### src/rtl/assert_macros.svh
// ----------------------------------------------------------------------------
// assertion macros
// clocked property checks that can be compiled out with NO_ASSERTIONS
// ----------------------------------------------------------------------------
`ifndef ASSERT_MACROS_SVH
`define ASSERT_MACROS_SVH

`ifndef NO_ASSERTIONS

`define ASSERT_PROP(lbl, clk, rst_n, prop, msg) \
    lbl: assert property (@(posedge clk) disable iff (!rst_n) prop) else $error(msg);

`define ASSERT_NEVER(lbl, clk, rst_n, expr, msg) \
    lbl: assert property (@(posedge clk) disable iff (!rst_n) !(expr)) else $error(msg);

`else

`define ASSERT_PROP(lbl, clk, rst_n, prop, msg)

`define ASSERT_NEVER(lbl, clk, rst_n, expr, msg)

`endif

`endif

### src/rtl/cfcm_pkg.sv
// ----------------------------------------------------------------------------
// cfcm_pkg
// shared types and constants of the card frame check and match unit
// ----------------------------------------------------------------------------
package cfcm_pkg;

    localparam int LIST_SIZE = 4;
    localparam int CARD_W    = 32;
    localparam int BYTE_W    = 8;
    localparam int POS_W     = 4;
    localparam int CFG_IDX_W = 2;

    localparam logic [POS_W-1:0] FRAME_LEN  = 4'd12;
    localparam logic [POS_W-1:0] IDLE_POS   = 4'd12;
    localparam logic [POS_W-1:0] LAST_POS   = 4'd11;
    localparam logic [POS_W-1:0] HDR_LEN    = 4'd4;
    localparam logic [POS_W-1:0] STATUS_POS = 4'd4;
    localparam logic [POS_W-1:0] CARD_FIRST = 4'd7;
    localparam logic [POS_W-1:0] CARD_LAST  = 4'd10;

    localparam logic [BYTE_W-1:0] HDR_BYTE_0  = 8'h04;
    localparam logic [BYTE_W-1:0] HDR_BYTE_1  = 8'h0C;
    localparam logic [BYTE_W-1:0] HDR_BYTE_2  = 8'h02;
    localparam logic [BYTE_W-1:0] HDR_BYTE_3  = 8'h20;
    localparam logic [BYTE_W-1:0] STATUS_GOOD = 8'h00;

    typedef enum logic [2:0] {
        VERDICT_ALLOWED      = 3'd0,
        VERDICT_NOT_LISTED   = 3'd1,
        VERDICT_BAD_HEADER   = 3'd2,
        VERDICT_BAD_CHECKSUM = 3'd3,
        VERDICT_READ_FAILED  = 3'd4
    } t_verdict;

    // card_number in the lowest bits
    typedef struct packed {
        logic                granted;
        t_verdict            verdict;
        logic [CARD_W-1:0]   card_number;
    } t_result;

    localparam int RESULT_W = $bits(t_result);
    localparam int TDATA_W  = ((RESULT_W + 7) / 8) * 8;

    typedef logic [LIST_SIZE-1:0][CARD_W-1:0] t_card_list;

    function automatic logic [BYTE_W-1:0] header_byte(input logic [1:0] p);
        logic [BYTE_W-1:0] b;
        case (p)
            2'd0:    b = HDR_BYTE_0;
            2'd1:    b = HDR_BYTE_1;
            2'd2:    b = HDR_BYTE_2;
            default: b = HDR_BYTE_3;
        endcase
        return b;
    endfunction

endpackage

### src/rtl/cfcm_parser.sv
// ----------------------------------------------------------------------------
// cfcm_parser
// frame position tracking, header/status/checksum checks and list match
// ----------------------------------------------------------------------------
module cfcm_parser
    import cfcm_pkg::*;
(
    input  logic                i_clk,
    input  logic                i_rst_n,
    input  logic                i_accept,
    input  logic [BYTE_W-1:0]   i_byte,
    input  logic                i_start,
    input  t_card_list          i_allowed,
    output logic                o_push,
    output t_result             o_result,
    output logic [POS_W-1:0]    o_pos
);

    logic [POS_W-1:0]  r_pos,  n_pos;
    logic [BYTE_W-1:0] r_xor,  n_xor;
    logic              r_hdr,  n_hdr;
    logic              r_stat, n_stat;
    logic [CARD_W-1:0] r_card, n_card;

    logic [POS_W-1:0]  cur_pos;
    logic [BYTE_W-1:0] cur_xor;
    logic              cur_hdr;
    logic              cur_stat;
    logic [CARD_W-1:0] cur_card;
    logic              active;
    logic              last;
    logic              sum_ok;
    logic              listed;
    t_verdict          verdict;

    always_comb begin
        cur_pos  = i_start ? '0 : r_pos;
        cur_xor  = i_start ? '0 : r_xor;
        cur_hdr  = i_start ? 1'b1 : r_hdr;
        cur_stat = i_start ? 1'b0 : r_stat;
        cur_card = i_start ? '0 : r_card;

        active = cur_pos < FRAME_LEN;
        last   = cur_pos == LAST_POS;
        sum_ok = i_byte == ~cur_xor;

        listed = 1'b0;
        for (int i = 0; i < LIST_SIZE; i++) begin
            if (i_allowed[i] == cur_card) begin
                listed = 1'b1;
            end
        end

        if (!cur_hdr) begin
            verdict = VERDICT_BAD_HEADER;
        end else if (!sum_ok) begin
            verdict = VERDICT_BAD_CHECKSUM;
        end else if (cur_stat) begin
            verdict = VERDICT_READ_FAILED;
        end else if (listed) begin
            verdict = VERDICT_ALLOWED;
        end else begin
            verdict = VERDICT_NOT_LISTED;
        end
    end

    always_comb begin
        n_pos  = r_pos;
        n_xor  = r_xor;
        n_hdr  = r_hdr;
        n_stat = r_stat;
        n_card = r_card;
        if (i_accept) begin
            n_pos  = cur_pos;
            n_xor  = cur_xor;
            n_hdr  = cur_hdr;
            n_stat = cur_stat;
            n_card = cur_card;
            if (active) begin
                if (last) begin
                    n_pos = IDLE_POS;
                end else begin
                    if (cur_pos < HDR_LEN && i_byte != header_byte(cur_pos[1:0])) begin
                        n_hdr = 1'b0;
                    end
                    if (cur_pos == STATUS_POS) begin
                        n_stat = i_byte != STATUS_GOOD;
                    end
                    if (cur_pos >= CARD_FIRST && cur_pos <= CARD_LAST) begin
                        n_card = {cur_card[CARD_W-BYTE_W-1:0], i_byte};
                    end
                    n_xor = cur_xor ^ i_byte;
                    n_pos = cur_pos + POS_W'(1);
                end
            end
        end
    end

    always_ff @(posedge i_clk) begin
        if (!i_rst_n) begin
            r_pos  <= IDLE_POS;
            r_xor  <= '0;
            r_hdr  <= 1'b1;
            r_stat <= 1'b0;
            r_card <= '0;
        end else begin
            r_pos  <= n_pos;
            r_xor  <= n_xor;
            r_hdr  <= n_hdr;
            r_stat <= n_stat;
            r_card <= n_card;
        end
    end

    assign o_push               = i_accept && last;
    assign o_result.card_number = cur_card;
    assign o_result.verdict     = verdict;
    assign o_result.granted     = verdict == VERDICT_ALLOWED;
    assign o_pos                = r_pos;

endmodule

### src/rtl/cfcm_out_stage.sv
// ----------------------------------------------------------------------------
// cfcm_out_stage
// result register with one skid entry
// ----------------------------------------------------------------------------
module cfcm_out_stage
    import cfcm_pkg::*;
(
    input  logic    i_clk,
    input  logic    i_rst_n,
    input  logic    i_push,
    input  t_result i_result,
    output logic    o_room,
    output logic    o_valid,
    input  logic    i_ready,
    output t_result o_result
);

    logic    r_valid, n_valid;
    logic    r_skid_valid, n_skid_valid;
    t_result r_data, n_data;
    t_result r_skid, n_skid;

    always_comb begin
        n_valid      = r_valid;
        n_skid_valid = r_skid_valid;
        n_data       = r_data;
        n_skid       = r_skid;
        if (!r_valid || i_ready) begin
            if (r_skid_valid) begin
                n_valid      = 1'b1;
                n_data       = r_skid;
                n_skid_valid = 1'b0;
            end else begin
                n_valid = i_push;
                n_data  = i_result;
            end
        end else if (i_push) begin
            n_skid_valid = 1'b1;
            n_skid       = i_result;
        end
    end

    always_ff @(posedge i_clk) begin
        if (!i_rst_n) begin
            r_valid      <= 1'b0;
            r_skid_valid <= 1'b0;
        end else begin
            r_valid      <= n_valid;
            r_skid_valid <= n_skid_valid;
        end
    end

    always_ff @(posedge i_clk) begin
        r_data <= n_data;
        r_skid <= n_skid;
    end

    assign o_room   = !r_skid_valid;
    assign o_valid  = r_valid;
    assign o_result = r_data;

endmodule

### src/rtl/card_frame_check_and_match_unit.sv
// ----------------------------------------------------------------------------
// card_frame_check_and_match_unit
// checks 12-byte card reader reply frames and matches the card number
// ----------------------------------------------------------------------------
// One reply byte is taken per clock while tready is high. A byte flagged with
// tuser begins a frame; on the twelfth byte the checks and the compare against
// the allowed list are done in that same cycle and the verdict is registered
// in the output register or, while that waits unread, in its one skid entry,
// so tready drops only when two verdicts wait unread. Bytes outside a frame
// and frames cut short give no verdict. The allowed list is written through
// the configuration port, which is always ready.
module card_frame_check_and_match_unit
    import cfcm_pkg::*;
(
    input  logic                  i_clk,
    input  logic                  i_rst_n,
    input  logic                  i_s_tvalid,
    output logic                  o_s_tready,
    input  logic [BYTE_W-1:0]     i_s_tdata,   // rx_byte
    input  logic                  i_s_tuser,   // frame_start
    output logic                  o_m_tvalid,
    input  logic                  i_m_tready,
    output logic [TDATA_W-1:0]    o_m_tdata,   // card_number, verdict, granted, zero fill
    input  logic                  i_cfg_valid,
    output logic                  o_cfg_ready,
    input  logic [CFG_IDX_W-1:0]  i_cfg_index,
    input  logic [CARD_W-1:0]     i_cfg_data
);

`include "assert_macros.svh"

    t_card_list       r_allowed;
    logic             accept;
    logic             push;
    logic             room;
    t_result          parse_result;
    t_result          out_result;
    logic [POS_W-1:0] pos;

    always_ff @(posedge i_clk) begin
        if (!i_rst_n) begin
            r_allowed <= '0;
        end else if (i_cfg_valid) begin
            for (int i = 0; i < LIST_SIZE; i++) begin
                if (i_cfg_index == i[CFG_IDX_W-1:0]) begin
                    r_allowed[i] <= i_cfg_data;
                end
            end
        end
    end

    assign o_cfg_ready = 1'b1;
    assign o_s_tready  = room;
    assign accept      = i_s_tvalid && room;

    cfcm_parser u_parser (
        .i_clk     (i_clk),
        .i_rst_n   (i_rst_n),
        .i_accept  (accept),
        .i_byte    (i_s_tdata),
        .i_start   (i_s_tuser),
        .i_allowed (r_allowed),
        .o_push    (push),
        .o_result  (parse_result),
        .o_pos     (pos)
    );

    cfcm_out_stage u_out (
        .i_clk    (i_clk),
        .i_rst_n  (i_rst_n),
        .i_push   (push),
        .i_result (parse_result),
        .o_room   (room),
        .o_valid  (o_m_tvalid),
        .i_ready  (i_m_tready),
        .o_result (out_result)
    );

    assign o_m_tdata = {{(TDATA_W-RESULT_W){1'b0}}, out_result};

    `ASSERT_PROP(a_granted_match, i_clk, i_rst_n, o_m_tvalid |-> (out_result.granted == (out_result.verdict == VERDICT_ALLOWED)), "granted disagrees with verdict")
    `ASSERT_PROP(a_result_source, i_clk, i_rst_n, $rose(o_m_tvalid) |-> $past(push), "verdict without a final frame byte")
    `ASSERT_NEVER(a_pos_range, i_clk, i_rst_n, pos > IDLE_POS, "frame position out of range")

endmodule
### config.mk
export PLATFORM = sky130hd
export DESIGN_NAME = card_frame_check_and_match_unit
export DESIGN_NICKNAME = d
export VERILOG_FILES = /design/src/rtl/cfcm_pkg.sv /design/src/rtl/cfcm_parser.sv /design/src/rtl/cfcm_out_stage.sv /design/src/rtl/card_frame_check_and_match_unit.sv
export VERILOG_INCLUDE_DIRS = /design/src /design/src/rtl
export SDC_FILE = /design/constraint.sdc
export NUM_CORES = 1
export LEC_CHECK = 0
export ABC_AREA = 1
export BUFFER_PORTS_ARGS = -buffer_cell sky130_fd_sc_hd__buf_2
export CAP_MARGIN = 20
export CORE_AREA = 5 5 210 212
export DETAILED_ROUTE_END_ITERATION = 12
export DIE_AREA = 0 0 215 217
export GPL_ROUTABILITY_DRIVEN = 0
export MAX_ROUTING_LAYER = met4
export SLEW_MARGIN = 20
export SYNTH_ARGS = -nofsm -noshare
export SYNTH_HDL_FRONTEND = slang
export SYNTH_SLANG_ARGS = --single-unit
### constraint.sdc
create_clock -name i_clk -period 13.8 [get_ports i_clk]
set_input_delay 1.38 -clock i_clk [delete_from_list [all_inputs] [get_ports i_clk]]
set_output_delay 1.38 -clock i_clk [all_outputs]
set_load 0.05 [all_outputs]
==> metrics.md <==
| Metric | Value |
|---|---|
| Setup violations, final | 0 |
| Worst-Skew Late Latency | around 540 ps |
| VDD IR max | between 0.05 and 0.06 mV |
| Synth top area cells | dfxtp_1 (30%), edfxtp_1 (19%), nand2_1 (13%) |
| Synth cell types | 26 |
| Status | finished clean |
| Die width | between 200 and 250 µm |
| Max Slew Vio Count | 0 |
| Dpl hpwl | ~23 mm |
| # Post-CTS Setup Buffers | 0 |
| CP Max Fanout | between 60 and 70 |
| Pwr/cell area | between 100 and 150 nW/µm² |
| CTS tree | yes |
| Hold Vio Cnt, Final | 0 |
| Util after Layout | 0.3214 |
| Max H-tree Level | 1 |
| Reg clk slew, reported paths | around 60 ps |
| Antenna viol nets, final | 0 |
| Register area share after synthesis | 0.4889 |
| Crit path capture | u_parser.r_card[14]$_SDFFE_PN0P_ |
| Syn Inst Count | between 1500 and 2000 |
| Worst EP required | roughly 14000 ps |
| Detailed-route via count | 10180 |
| Top cells by count, synth | nand2_1 (415), o21ai_0 (209), inv_1 (178) |
| Fin nets | roughly 1700 |
| Initial core utilization | 0.2785 |
| Total wire length | about 34 mm |
| Rows | 75 |
| R2r endpoint | u_out.r_skid[11]$_DFFE_PP_ |
| Clock root cell | clkbuf_16 |
| Number of enable flip-flop cells after synthesis | about 70 |
| Crit path time final | around 4000 ps |
| CP arrival | 4350 ps |
| Leakage Power | between 5 and 6 nW |
| WL/cell | ~16 µm |
| Fin Setup TNS | 0 ps |
| First-pass GRT wire length | around 54 mm |
| Reg-to-Reg Start | u_out.r_skid_valid$_SDFFE_PP0P_ |
| Synth warn | 0 |
| Crit share post-route | 0.2877 |
| CP endpoint kind | flip-flop |
| Mapped cell area | between 10000 and 15000 µm² |
| Core Box Area | roughly 42000 µm² |
| RSZ-0062 raised after global routing | false |
| Number of remaining DRC errors | 0 |
| Crit path cell chain | buf_2, inv_2, buf_4, nand2_1, inv_1, ha_1, nand2_1, nand2_1, buf_4, o21ai_0, a21oi_1, a211oi_1 |
| Slowest stage cell, crit path | buf_4 |
| Clock Skew | 13.32 ps |
| Max Fclk | approximately 250 MHz |
| Drt pass-1 iters | 6 |
| Slew margin rel. | 0.2608 |
| Die area | 46660 µm² |
| Vias per std cell | ~4.6 |
| Area grow syn2layout | 15.41% |
| R2r worst-path depth | 6 |
| Worst setup path startpoint | i_s_tuser |
| Post-CTS Resized | 0 |
| IO buf count | between 80 and 90 |
| Max-cap violations | 0 |
| CTS buffer count | 29 |
| Gr usage total | 0.1457 |
| Syn avg cell area | about 7.3 µm² |
| I/O pins | 91 |
| Async SR Flop Fraction | 0 |
| Vias in the first global route | roughly 9700 |
| Final cell count without fillers | between 2000 and 2500 |
| Largest net degree at the start of global routing | 89 |
| Initial antenna violation count | 5 |
| Setup CP Type | in2reg |
| Layout cells sized above 1 | 0.08866 |
| Measured slew at the worst slew-check pin | 1108 ps |
| Crit start category | primary input |
| Most frequent cell on the critical path | nand2_1 |
| Hold WC Path Type | reg2reg |
| Flops & latches, synth | between 200 and 250 |
| Prevailing post-synth register cell | dfxtp_1 |
| Count leader, synth | nand2_1 |
| Die Height | between 200 and 250 µm |
| DR iter-0 viols | roughly 670 |
| Sinks on Clock Net | roughly 250 |
| Post-Place Cells | about 2100 |
| Post-synth top area share | 0.3030 |
| Setup slack, reg-to-reg | ~11000 ps |
| Total gr overflow | 0 |
| Worst path max stage delay | ~540 ps |
| Yosys top cell by area | dfxtp_1 |
| # hold bufs at CTS | 0 |
| Clk buf depth | 3 |
## metal layers
layer / GRT usage / share of wire / vias up
li1: - / - / 5222
met1: 0.1867 / 0.45 / 4674
met2: 0.2419 / 0.47 / 233
met3: 0.02432 / 0.053 / 55
met4: 0.03776 / 0.024 / 0
met5: - / 0 / -
## how the worst min path moves through the flow
stage	start	slack (ps)	end	depth (start not counted)
4_1_cts	u_parser.o_pos[1]$_SDFFE_PN0P_	470	u_parser.o_pos[1]$_SDFFE_PN0P_	2
2_1_floorplan	u_parser.r_hdr$_SDFFE_PN1P_	430	u_parser.r_hdr$_SDFFE_PN1P_	2
3_3_place_gp	u_parser.r_hdr$_SDFFE_PN1P_	450	u_parser.r_hdr$_SDFFE_PN1P_	2
6_report	u_parser.o_pos[1]$_SDFFE_PN0P_	460	u_parser.o_pos[1]$_SDFFE_PN0P_	2
3_5_place_dp	u_parser.o_pos[1]$_SDFFE_PN0P_	460	u_parser.o_pos[1]$_SDFFE_PN0P_	2
5_1_grt	r_allowed[72]$_SDFFE_PN0P_	490	r_allowed[72]$_SDFFE_PN0P_	2
## cell type report
type	count	area [µm²]
Clock buffer	48	858.3
Sequential cell	248	5687
Timing Repair Buffer	98	525.5
Inverter	181	679.4
Fill cell	4395	28340
Multi-Input combinational cell	1079	4960
Antenna cell	5	12.51
Clock inverter	4	25.02
Tap cell	539	674.4
## per-stage QoR
step	total power [mW]	worst slack, ps	area, µm²	hold slack (ps)
after floorplan	0.9513	8483	11640	430.5
after global placement	1.011	9214	12530	448.5
after detailed placement	1.014	9267	12530	459.2
after CTS	1.735	9838	13410	467.9
after global routing	1.792	9521	13420	486.9
final	1.719	9829	13420	462.4
## kinds of logic (layout without fill, tap and decap cells)
kind of cell	after synthesis	count (layout)	share of synthesized area
flops	248	248	0.4889
compound gates	401	401	0.1808
simple gates	634	634	0.2119
other cells	2	10	0.0006457
xor+xnor	36	36	0.02711
buf+inv	261	331	0.08736
fa+ha+maj	3	3	0.003228
## sequential cells by signal (all words and copies together) (netlist names)
signal	cells
u_out.r_skid	36
u_parser.r_card	32
r_allowed	128
u_parser.r_xor	8
u_out.r_skid_valid	1
u_parser.o_pos	4
u_out.o_valid	1
u_parser.r_hdr	1
u_parser.r_stat	1
u_out.o_result	36
## power breakdown
part	switching, mW	internal [mW]	total, mW
logic	0.142	0.0604	0.203
clock network	0.300	0.421	0.721
registers	0.0165	0.780	0.796
total	0.458	1.26	1.72
## cell usage in the layout, fill, tap and decap left out, types with 4 or more instances in the layout
cell       synthesis  routed
edfxtp_1          72      72
xor2_1            32      32
diode_2            0       5
conb_1             2       5
nand3b_1           4       4
xnor2_1            4       4
clkbuf_1          66      14
o211ai_1          17      17
nand3_1           29      27
nand4_1            6       6
a211oi_1          21      21
buf_4              5      14
a21oi_1          153     153
clkbuf_8           0       4
buf_2              8      84
dfxtp_1          176     175
o21ai_0          209     209
nor2_1           171     170
nor3_1             6       5
clkbuf_16          0      30
nand2_1          415     414
inv_1            178     178
## worst max-delay path, delay by kind of cell
family / cells / cell delay (ps)
buffers and inverters: 5 / 1620
AO/OA/AOI/OAI: 3 / 550
AND/OR/NAND/NOR: 3 / 520
adder cells (fa/ha/maj): 1 / 250
Note: power is estimated with default switching activity, not from simulation.
